### src/rtl/paclip_pkg.sv
// Package for the primitive assembly and trivial reject block.
// Holds shared widths, configuration codes and the structs passed between modules.
// No dependencies.
`timescale 1ns / 1ps

package paclip_pkg;

  // Fixed field widths.
  localparam int IDX_W      = 11;
  localparam int CODE_W     = 5;
  localparam int XY_CLIP_W  = 4;
  localparam int NEAR_BIT   = 4;
  localparam int IN_COORD_W = 16;
  localparam int KIND_W     = 3;
  localparam int CFG_IDX_W  = 1;
  localparam int CFG_DATA_W = 3;

  // Defaults for the top-level parameters.
  localparam int DEF_MAX_VERTICES = 2048;
  localparam int DEF_COORD_BITS   = 16;

  // Configuration register indexes.
  localparam logic [CFG_IDX_W-1:0] CFG_PRIMITIVE_KIND = 1'd0;
  localparam logic [CFG_IDX_W-1:0] CFG_CULL_NONE      = 1'd1;

  // Primitive kinds.
  localparam logic [KIND_W-1:0] KIND_TRIANGLES  = 3'd0;
  localparam logic [KIND_W-1:0] KIND_FAN        = 3'd1;
  localparam logic [KIND_W-1:0] KIND_QUADS      = 3'd2;
  localparam logic [KIND_W-1:0] KIND_POLYGON    = 3'd3;
  localparam logic [KIND_W-1:0] KIND_LINES      = 3'd4;
  localparam logic [KIND_W-1:0] KIND_STRIP      = 3'd5;
  localparam logic [KIND_W-1:0] KIND_QUAD_STRIP = 3'd6;

  // Index and clip summary of one assembled triangle.
  typedef struct packed {
    logic [IDX_W-1:0] idx_a;
    logic [IDX_W-1:0] idx_b;
    logic [IDX_W-1:0] idx_c;
    logic             needs_clip;
  } prim_ctrl_t;

  // Up to two surviving triangles produced by one vertex.
  typedef struct packed {
    logic [1:0]            valid;
    prim_ctrl_t [1:0]      prim;
  } job_ctrl_t;

  // Status of the emit stage seen by the top level.
  typedef struct packed {
    logic [1:0] pending;
    logic       ready;
  } emit_stat_t;

endpackage

### src/rtl/paclip_assembler.sv
// Vertex history, batch counter and triangle assembly with trivial reject.
// Depends on paclip_pkg.
`timescale 1ns / 1ps

module paclip_assembler #(
  parameter int MAX_VERTICES = paclip_pkg::DEF_MAX_VERTICES,
  parameter int COORD_BITS   = paclip_pkg::DEF_COORD_BITS
) (
  input  logic                                   clk,
  input  logic                                   rst_n,
  input  logic                                   accept,
  input  logic signed [paclip_pkg::IN_COORD_W-1:0] screen_x,
  input  logic signed [paclip_pkg::IN_COORD_W-1:0] screen_y,
  input  logic [paclip_pkg::CODE_W-1:0]          clip_code,
  input  logic                                   batch_end,
  input  logic [paclip_pkg::KIND_W-1:0]          kind,
  output paclip_pkg::job_ctrl_t                  job,
  output logic [1:0][2:0][COORD_BITS-1:0]        job_x,
  output logic [1:0][2:0][COORD_BITS-1:0]        job_y
);

  localparam int CNT_W = $clog2(MAX_VERTICES + 1);
  localparam int NSRC  = 5;
  localparam int SRC_W = 3;

  // Vertex sources, oldest first; the current vertex comes last.
  localparam logic [SRC_W-1:0] SRC_ANCHOR = 3'd0;
  localparam logic [SRC_W-1:0] SRC_R2     = 3'd1;
  localparam logic [SRC_W-1:0] SRC_R1     = 3'd2;
  localparam logic [SRC_W-1:0] SRC_R0     = 3'd3;
  localparam logic [SRC_W-1:0] SRC_CUR    = 3'd4;

  logic [CNT_W-1:0] cnt_r, cnt_nxt;
  logic [1:0]       phase3_r, phase3_nxt;

  logic [COORD_BITS-1:0]         anchor_x_r, anchor_y_r;
  logic [paclip_pkg::CODE_W-1:0] anchor_c_r;
  logic [COORD_BITS-1:0]         rec_x_r [3];
  logic [COORD_BITS-1:0]         rec_y_r [3];
  logic [paclip_pkg::CODE_W-1:0] rec_c_r [3];

  logic [COORD_BITS-1:0]         cur_x, cur_y;
  logic                          in_range;
  logic [paclip_pkg::IDX_W-1:0]  i11;

  logic [COORD_BITS-1:0]         vx [NSRC];
  logic [COORD_BITS-1:0]         vy [NSRC];
  logic [paclip_pkg::CODE_W-1:0] vc [NSRC];
  logic [paclip_pkg::IDX_W-1:0]  vi [NSRC];

  logic [SRC_W-1:0] src [2][3];
  logic [1:0]       prim_on;

  // The raw field bits are read in COORD_BITS bits, then taken as two's complement.
  assign cur_x    = COORD_BITS'($unsigned(screen_x));
  assign cur_y    = COORD_BITS'($unsigned(screen_y));
  assign in_range = (cnt_r < CNT_W'(MAX_VERTICES));
  assign i11      = paclip_pkg::IDX_W'(cnt_r);

  always_comb begin
    vx[SRC_ANCHOR] = anchor_x_r;
    vy[SRC_ANCHOR] = anchor_y_r;
    vc[SRC_ANCHOR] = anchor_c_r;
    vi[SRC_ANCHOR] = '0;
    vx[SRC_R2]     = rec_x_r[2];
    vy[SRC_R2]     = rec_y_r[2];
    vc[SRC_R2]     = rec_c_r[2];
    vi[SRC_R2]     = i11 - paclip_pkg::IDX_W'(3);
    vx[SRC_R1]     = rec_x_r[1];
    vy[SRC_R1]     = rec_y_r[1];
    vc[SRC_R1]     = rec_c_r[1];
    vi[SRC_R1]     = i11 - paclip_pkg::IDX_W'(2);
    vx[SRC_R0]     = rec_x_r[0];
    vy[SRC_R0]     = rec_y_r[0];
    vc[SRC_R0]     = rec_c_r[0];
    vi[SRC_R0]     = i11 - paclip_pkg::IDX_W'(1);
    vx[SRC_CUR]    = cur_x;
    vy[SRC_CUR]    = cur_y;
    vc[SRC_CUR]    = clip_code;
    vi[SRC_CUR]    = i11;
  end

  // Corner selection by primitive kind and position in the batch.
  always_comb begin
    prim_on = 2'b00;
    for (int s = 0; s < 2; s++) begin
      for (int k = 0; k < 3; k++) begin
        src[s][k] = SRC_CUR;
      end
    end
    case (kind)
      paclip_pkg::KIND_TRIANGLES: begin
        prim_on[0] = (phase3_r == 2'd2);
        src[0][0]  = SRC_R1;
        src[0][1]  = SRC_R0;
        src[0][2]  = SRC_CUR;
      end
      paclip_pkg::KIND_FAN: begin
        prim_on[0] = (cnt_r >= CNT_W'(2));
        src[0][0]  = SRC_ANCHOR;
        src[0][1]  = SRC_R0;
        src[0][2]  = SRC_CUR;
      end
      paclip_pkg::KIND_QUADS: begin
        prim_on    = {2{cnt_r[1:0] == 2'b11}};
        src[0][0]  = SRC_R2;
        src[0][1]  = SRC_R1;
        src[0][2]  = SRC_R0;
        src[1][0]  = SRC_R2;
        src[1][1]  = SRC_R0;
        src[1][2]  = SRC_CUR;
      end
      paclip_pkg::KIND_STRIP: begin
        prim_on[0] = (cnt_r >= CNT_W'(2));
        src[0][0]  = SRC_CUR;
        src[0][1]  = cnt_r[0] ? SRC_R1 : SRC_R0;
        src[0][2]  = cnt_r[0] ? SRC_R0 : SRC_R1;
      end
      paclip_pkg::KIND_QUAD_STRIP: begin
        prim_on    = {2{(cnt_r >= CNT_W'(3)) && cnt_r[0]}};
        src[0][0]  = SRC_R2;
        src[0][1]  = SRC_R1;
        src[0][2]  = SRC_R0;
        src[1][0]  = SRC_R1;
        src[1][1]  = SRC_CUR;
        src[1][2]  = SRC_R0;
      end
      default: begin
        prim_on = 2'b00;
      end
    endcase
  end

  // Trivial reject: a shared outcode bit, or any near-plane clipped corner.
  always_comb begin
    logic [paclip_pkg::CODE_W-1:0] c_and, c_or;
    for (int s = 0; s < 2; s++) begin
      c_and = vc[src[s][0]] & vc[src[s][1]] & vc[src[s][2]];
      c_or  = vc[src[s][0]] | vc[src[s][1]] | vc[src[s][2]];
      job.valid[s] = in_range && prim_on[s] && (c_and == '0) && !c_or[paclip_pkg::NEAR_BIT];
      job.prim[s].idx_a      = vi[src[s][0]];
      job.prim[s].idx_b      = vi[src[s][1]];
      job.prim[s].idx_c      = vi[src[s][2]];
      job.prim[s].needs_clip = |c_or[paclip_pkg::XY_CLIP_W-1:0];
      for (int k = 0; k < 3; k++) begin
        job_x[s][k] = vx[src[s][k]];
        job_y[s][k] = vy[src[s][k]];
      end
    end
  end

  always_comb begin
    cnt_nxt    = cnt_r;
    phase3_nxt = phase3_r;
    if (in_range) begin
      cnt_nxt    = cnt_r + 1'b1;
      phase3_nxt = (phase3_r == 2'd2) ? 2'd0 : phase3_r + 2'd1;
    end
    if (batch_end) begin
      cnt_nxt    = '0;
      phase3_nxt = 2'd0;
    end
  end

  always_ff @(posedge clk) begin
    if (!rst_n) begin
      cnt_r    <= '0;
      phase3_r <= 2'd0;
    end else if (accept) begin
      cnt_r    <= cnt_nxt;
      phase3_r <= phase3_nxt;
    end
  end

  always_ff @(posedge clk) begin
    if (accept && in_range) begin
      if (cnt_r == '0) begin
        anchor_x_r <= cur_x;
        anchor_y_r <= cur_y;
        anchor_c_r <= clip_code;
      end
      rec_x_r[2] <= rec_x_r[1];
      rec_y_r[2] <= rec_y_r[1];
      rec_c_r[2] <= rec_c_r[1];
      rec_x_r[1] <= rec_x_r[0];
      rec_y_r[1] <= rec_y_r[0];
      rec_c_r[1] <= rec_c_r[0];
      rec_x_r[0] <= cur_x;
      rec_y_r[0] <= cur_y;
      rec_c_r[0] <= clip_code;
    end
  end

endmodule

### src/rtl/paclip_emitter.sv
// Job register, signed-area winding check and result register.
// Depends on paclip_pkg.
`timescale 1ns / 1ps

module paclip_emitter #(
  parameter int COORD_BITS = paclip_pkg::DEF_COORD_BITS
) (
  input  logic                              clk,
  input  logic                              rst_n,
  input  logic                              load,
  input  paclip_pkg::job_ctrl_t             job,
  input  logic [1:0][2:0][COORD_BITS-1:0]   job_x,
  input  logic [1:0][2:0][COORD_BITS-1:0]   job_y,
  input  logic                              cull_none,
  input  logic                              out_ready,
  output paclip_pkg::emit_stat_t            stat,
  output logic                              out_valid,
  output logic [paclip_pkg::IDX_W-1:0]      out_first_index,
  output logic [paclip_pkg::IDX_W-1:0]      out_second_index,
  output logic [paclip_pkg::IDX_W-1:0]      out_third_index,
  output logic                              out_needs_clipping,
  output logic                              out_run_last
);

  localparam int DW = COORD_BITS + 1;
  localparam int PW = 2 * DW;
  localparam int AW = PW + 1;

  logic [1:0]                       job_v_r, job_v_nxt;
  paclip_pkg::prim_ctrl_t [1:0]     job_p_r;
  logic [1:0][2:0][COORD_BITS-1:0]  job_x_r, job_y_r;

  logic                             out_valid_r;
  logic [paclip_pkg::IDX_W-1:0]     first_r, second_r, third_r;
  logic                             clip_r, last_r;

  logic                             sel, out_adv, emit, last;
  paclip_pkg::prim_ctrl_t           cur_p;
  logic signed [DW-1:0]             xa, xb, xc, ya, yb, yc;
  logic signed [DW-1:0]             dx_ac, dy_ab, dx_ab, dy_ac;
  logic signed [PW-1:0]             prod1, prod2;
  logic signed [AW-1:0]             area;
  logic                             swap;

  assign sel     = !job_v_r[0];
  assign out_adv = !out_valid_r || out_ready;
  assign emit    = (|job_v_r) && out_adv;
  assign last    = !(&job_v_r);
  assign cur_p   = job_p_r[sel];

  assign stat.pending = job_v_r;
  assign stat.ready   = !(|job_v_r) || (emit && last);

  // Sign-extend the stored coordinates by one bit so the differences are exact.
  assign xa = {job_x_r[sel][0][COORD_BITS-1], job_x_r[sel][0]};
  assign xb = {job_x_r[sel][1][COORD_BITS-1], job_x_r[sel][1]};
  assign xc = {job_x_r[sel][2][COORD_BITS-1], job_x_r[sel][2]};
  assign ya = {job_y_r[sel][0][COORD_BITS-1], job_y_r[sel][0]};
  assign yb = {job_y_r[sel][1][COORD_BITS-1], job_y_r[sel][1]};
  assign yc = {job_y_r[sel][2][COORD_BITS-1], job_y_r[sel][2]};

  assign dx_ac = xa - xc;
  assign dy_ab = ya - yb;
  assign dx_ab = xa - xb;
  assign dy_ac = ya - yc;
  assign prod1 = PW'(dx_ac) * PW'(dy_ab);
  assign prod2 = PW'(dx_ab) * PW'(dy_ac);
  assign area  = {prod1[PW-1], prod1} - {prod2[PW-1], prod2};

  // With culling off, a triangle of zero or positive area has its first and third corners swapped.
  assign swap = cull_none && !area[AW-1];

  always_comb begin
    job_v_nxt = job_v_r;
    if (emit) begin
      job_v_nxt[sel] = 1'b0;
    end
    if (load) begin
      job_v_nxt = job.valid;
    end
  end

  always_ff @(posedge clk) begin
    if (!rst_n) begin
      job_v_r     <= 2'b00;
      out_valid_r <= 1'b0;
    end else begin
      job_v_r <= job_v_nxt;
      if (out_adv) begin
        out_valid_r <= |job_v_r;
      end
    end
  end

  always_ff @(posedge clk) begin
    if (load) begin
      job_p_r <= job.prim;
      job_x_r <= job_x;
      job_y_r <= job_y;
    end
    if (emit) begin
      first_r  <= swap ? cur_p.idx_c : cur_p.idx_a;
      second_r <= cur_p.idx_b;
      third_r  <= swap ? cur_p.idx_a : cur_p.idx_c;
      clip_r   <= cur_p.needs_clip;
      last_r   <= last;
    end
  end

  assign out_valid          = out_valid_r;
  assign out_first_index    = first_r;
  assign out_second_index   = second_r;
  assign out_third_index    = third_r;
  assign out_needs_clipping = clip_r;
  assign out_run_last       = last_r;

endmodule

### src/rtl/primitive_assembly_clip_cull_core.sv
// Top level of the primitive assembly block with trivial reject and winding fix-up.
// Depends on paclip_pkg, paclip_assembler and paclip_emitter.
`timescale 1ns / 1ps

// Usage:
// The input channel takes one projected vertex word per cycle while in_ready is
// high (screen x, screen y, clip outcode, batch end). The block assembles triangles
// for the triangle list, fan, strip, quad and quad strip kinds (the polygon and
// line kinds yield none), drops those trivially outside or near-plane clipped, and
// sends the surviving triangles' corner indices on the output channel, one
// triangle word per cycle while out_ready is high. The last triangle word caused
// by a vertex carries run_last. The vertex is assembled into the job register at
// the accepting edge, and each triangle then moves into the result register once
// that register is free. The block takes one vertex per cycle unless the receiver
// stalls or a vertex yields two surviving triangles (quads, quad strip), which
// hold the job register until the result register has taken both of them.
// When the receiver stalls, the result register holds its word and the job register
// holds the pending triangles; one more vertex is still accepted while it is empty.
// Configuration is written through cfg_write_en, cfg_index and cfg_data and must
// happen while the block is idle. Synchronous reset clears the configuration to a
// triangle list with culling on, restarts the vertex count and empties both the
// job and result registers.

module primitive_assembly_clip_cull_core #(
  parameter int MAX_VERTICES = paclip_pkg::DEF_MAX_VERTICES,
  parameter int COORD_BITS   = paclip_pkg::DEF_COORD_BITS
) (
  input  logic                                     clk,
  input  logic                                     rst_n,
  input  logic                                     in_valid,
  output logic                                     in_ready,
  input  logic signed [paclip_pkg::IN_COORD_W-1:0] in_screen_x,
  input  logic signed [paclip_pkg::IN_COORD_W-1:0] in_screen_y,
  input  logic [paclip_pkg::CODE_W-1:0]            in_clip_code,
  input  logic                                     in_batch_end,
  output logic                                     out_valid,
  input  logic                                     out_ready,
  output logic [paclip_pkg::IDX_W-1:0]             out_first_index,
  output logic [paclip_pkg::IDX_W-1:0]             out_second_index,
  output logic [paclip_pkg::IDX_W-1:0]             out_third_index,
  output logic                                     out_needs_clipping,
  output logic                                     out_run_last,
  input  logic                                     cfg_write_en,
  input  logic [paclip_pkg::CFG_IDX_W-1:0]         cfg_index,
  input  logic [paclip_pkg::CFG_DATA_W-1:0]        cfg_data
);

  logic [paclip_pkg::KIND_W-1:0] kind_r;
  logic                          cull_none_r;

  logic                            accept;
  paclip_pkg::job_ctrl_t           job;
  logic [1:0][2:0][COORD_BITS-1:0] job_x, job_y;
  paclip_pkg::emit_stat_t          stat;

  // Configuration registers.
  always_ff @(posedge clk) begin
    if (!rst_n) begin
      kind_r      <= paclip_pkg::KIND_TRIANGLES;
      cull_none_r <= 1'b0;
    end else if (cfg_write_en) begin
      case (cfg_index)
        paclip_pkg::CFG_PRIMITIVE_KIND: kind_r      <= cfg_data;
        paclip_pkg::CFG_CULL_NONE:      cull_none_r <= cfg_data[0];
        default: begin
        end
      endcase
    end
  end

  // A vertex is taken whenever the job register is empty or drains this cycle.
  assign in_ready = stat.ready;
  assign accept   = in_valid && in_ready;

  paclip_assembler #(
    .MAX_VERTICES (MAX_VERTICES),
    .COORD_BITS   (COORD_BITS)
  ) u_assembler (
    .clk       (clk),
    .rst_n     (rst_n),
    .accept    (accept),
    .screen_x  (in_screen_x),
    .screen_y  (in_screen_y),
    .clip_code (in_clip_code),
    .batch_end (in_batch_end),
    .kind      (kind_r),
    .job       (job),
    .job_x     (job_x),
    .job_y     (job_y)
  );

  paclip_emitter #(
    .COORD_BITS (COORD_BITS)
  ) u_emitter (
    .clk                (clk),
    .rst_n              (rst_n),
    .load               (accept),
    .job                (job),
    .job_x              (job_x),
    .job_y              (job_y),
    .cull_none          (cull_none_r),
    .out_ready          (out_ready),
    .stat               (stat),
    .out_valid          (out_valid),
    .out_first_index    (out_first_index),
    .out_second_index   (out_second_index),
    .out_third_index    (out_third_index),
    .out_needs_clipping (out_needs_clipping),
    .out_run_last       (out_run_last)
  );

  // With two triangles still pending, no new vertex may overwrite the job register.
  a_no_accept_when_full: assert property (@(posedge clk) disable iff (!rst_n)
    (stat.pending == 2'b11) |-> !in_ready)
    else $error("vertex accepted while two triangles were pending");

  // A word without run_last must leave its sibling triangle in the job register.
  a_sibling_pending: assert property (@(posedge clk) disable iff (!rst_n)
    (out_valid && !out_run_last) |-> (stat.pending != 2'b00))
    else $error("non-final triangle word with nothing left pending");

  // A pending triangle moves into an empty result register at the next edge.
  a_drain_to_empty_output: assert property (@(posedge clk) disable iff (!rst_n)
    ((stat.pending != 2'b00) && !out_valid) |=> out_valid)
    else $error("pending triangle not moved into empty result register");

endmodule
### config.mk
export PLATFORM = sky130hd
export DESIGN_NAME = primitive_assembly_clip_cull_core
export DESIGN_NICKNAME = d
export VERILOG_FILES = /design/src/rtl/paclip_pkg.sv /design/src/rtl/paclip_assembler.sv /design/src/rtl/paclip_emitter.sv /design/src/rtl/primitive_assembly_clip_cull_core.sv
export SDC_FILE = /design/constraint.sdc
export NUM_CORES = 2
export LEC_CHECK = 0
export BUFFER_PORTS_ARGS = -buffer_cell sky130_fd_sc_hd__buf_4
export CAP_MARGIN = 20
export CORE_MARGIN = 1.5
export CORE_UTILIZATION = 35
export DETAILED_ROUTE_END_ITERATION = 7
export SETUP_SLACK_MARGIN = 0.5
export SYNTH_ARGS = -nofsm -noshare
export SYNTH_HDL_FRONTEND = slang
export SYNTH_SLANG_ARGS = --single-unit
### constraint.sdc
create_clock -name clk -period 17.2 [get_ports clk]
set_clock_uncertainty 0.1 [all_clocks]
set_input_delay 5.16 -clock clk [delete_from_list [all_inputs] [get_ports clk]]
set_output_delay 5.16 -clock clk [all_outputs]
set_load 0.01 [all_outputs]
==> out/results.txt <==
Worst setup startpoint -> u_emitter.job_v_r[0]$_SDFFE_PN0P_
Final #Nets -> 5,419
Worst EP arrival -> 12.84 ns
WP buf/inv -> 10
CTS tree -> built
simple-gate share of the synthesized area -> 0.121
Post-CTS Setup Inserts -> 0
startpoint types -> register
f_max -> 79.3 MHz
Area contributors post-synth -> edfxtp_1 29%, fa_1 29%, ha_1 6.2%
Post-synth EDFFs -> 443
Core ar. -> 0.131 mm²
via count -> 32,838
die width -> 366 µm
Routed WL per cell -> 21.4 µm
Rows -> 133
worst-path fanout max -> 42
I/O pin total -> 84
Mean Syn Cell Area -> 10.4 µm²
Die ar. -> 0.134 mm²
largest net degree at the start of global routing -> 102
Max clock buf depth -> 3
Max Cap Viol -> 0
crit path max-delay cell type -> fa_1
YS warnings -> 0
Synth cell types -> 85
final wirelength -> 134,000 µm
final setup vio count -> 0
dominant synthesized flop cell -> edfxtp_1
Synth Cell Area -> 0.0462 mm²
layout cells sized above 1 -> 0.0977
vias per cell -> 5.23
CP max stage delay -> 0.96 ns
share of flip-flops with an asynchronous set or reset -> 0
unrepaired setup endpoints after global routing -> false
post-synthesis sequential area ratio -> 0.297
Rel. slew slack -> 0.234
Clock Sinks -> 464
Worst Max-Slew Pin Slew -> 1.14 ns
die height -> 366 µm
synthesized-area fraction occupied by adder cells -> 0.349
post-route clock period utilization -> 0.734
post-synthesis compound-gate area fraction -> 0.0767
syn_nets -> 5,384
Area Overhead vs Synth -> 9.95%
GP Congestion -> 0.958
DR DRC count -> 8
clock transition at the registers of the reported paths -> 0.06 ns
Yosys top cell by area -> edfxtp_1
CP required -> 17.42 ns
CP dominant cell by count -> fa_1
vias in the first global route -> 34,064
HP Start -> u_assembler.rec_y_r[0][22]$_DFFE_PP_
initial DRC count -> 2,705
setup TNS -> 0 ns
total global-route track usage -> 0.201
I/O Buffers -> 83
register bit total from synthesis -> 464
Fin. Hold Viols -> 0
mux contribution to synthesized area -> 0.0579
largest family of logic cells by synthesized area -> adder cells
hpwl dp -> 99,500 µm
initial antenna violation count -> 5
Worst path top cell family by delay -> adder cells
commonest non-fill, non-tap cells in the layout -> 689 x inv_1, 662 x fa_1, 555 x nand2_1
antenna-violating nets left -> 0
clk_lat worst skew -> 0.62 ns
Initial Util -> 0.352
DRT Pass-1 Iters -> 8
most common cell after layout, fill and taps aside -> inv_1
min Tclk post-route -> 12.62 ns
status -> finished, violations left
hold buffer count at CTS -> 0
GR Overflow Total -> 0
clock root buffer -> clkbuf_16
failing checks -> DRC
CTS resizes -> 0
fraction of synthesized cell area in xor and xnor cells -> 0.0248
total CTS buffers -> 50
Slew Viols, Final -> 0
hold crit path type -> register to register
Mapped Cells -> 4,448
r2r startpoint -> u_emitter.job_v_r[0]$_SDFFE_PN0P_
crit end category -> register
Crit Path Category -> register to register
Synth top area share -> 0.288
first-pass GRT wire length -> 207,000 µm
htree depth -> 2
## logic make-up (layout without fill, tap and decap cells)
| group | Yosys count | in the layout |
|---|---|---|
| xor+xnor | 130 | 130 |
| compound gates | 545 | 545 |
| mux | 227 | 227 |
| simple gates | 1295 | 1295 |
| buf+inv | 897 | 972 |
| flops | 464 | 464 |
| fa+ha+maj | 890 | 890 |
| other cells | 0 | 2 |
## Yosys cell counts, drive strengths merged, types with 93 or more instances
cell type / n
fa: 662
mux2i: 106
inv: 690
nand2: 559
o21ai: 137
clkbuf: 163
xnor2: 93
mux2: 99
edfxtp: 443
a21oi: 109
ha: 227
nor2: 421
## metal layers
| layer | part of all wire | GRT usage |
|---|---|---|
| met4 | 0.032 | 0.0652 |
| met3 | 0.077 | 0.0343 |
| met2 | 0.48 | 0.336 |
| met1 | 0.41 | 0.265 |
| met5 | 0.00016 | 0 |
## through the flow
step                cells  utilization  hold slack, ns  cell area [µm²]  setup WS (ns)
finish               6280        0.387           0.433            50700           4.58
global route         6279        0.387           0.455            50700           4.06
CTS                  6273        0.386           0.429            50700           4.62
detailed placement   6181        0.374           0.422            49100           4.66
global placement     6180        0.374           0.404            49100           4.87
floorplan            4448            -           0.355            46200           4.55
## path summary, 6_finish.rpt
path | to | slack [ns] | cells after the start
setup / recovery | u_emitter.out_first_index[8]$_DFFE_PP_ | 4.58 | 35
hold reg to reg | u_assembler.rec_y_r[0][38]$_DFFE_PP_ | 0.43 | 0
setup reg to reg | u_emitter.out_first_index[8]$_DFFE_PP_ | 4.58 | 35
hold / removal | u_assembler.rec_y_r[0][38]$_DFFE_PP_ | 0.43 | 0
## final cells by class
class	count	area [µm²]
Antenna cell	2	5.00
Multi-Input combinational cell	3087	29200
Timing Repair Buffer	187	1460
Clock inverter	26	250
Clock buffer	66	1320
Tap cell	1755	2200
Inverter	693	2610
Sequential cell	464	13700
Fill cell	12942	80400
## flip-flops by register name, summed over array words and instances, names as in the netlist, 2 cells and up
| register | flops |
|---|---|
| u_emitter.job_x_r | 96 |
| u_emitter.job_y_r | 96 |
| u_emitter.job_p_r | 68 |
| u_assembler.rec_x_r | 48 |
| u_assembler.rec_y_r | 48 |
| u_assembler.anchor_x_r | 16 |
| u_assembler.anchor_y_r | 16 |
| u_assembler.rec_c_r | 15 |
| u_assembler.cnt_r | 12 |
| u_emitter.out_first_index | 11 |
| u_emitter.out_second_index | 11 |
| u_emitter.out_third_index | 11 |
| u_assembler.anchor_c_r | 5 |
| kind_r | 3 |
| u_assembler.phase3_r | 2 |
| u_emitter.job_v_r | 2 |
Power is left out: the tool's default activity adds up to more than one toggle a clock period on the data nets, which glitch-free logic cannot reach.
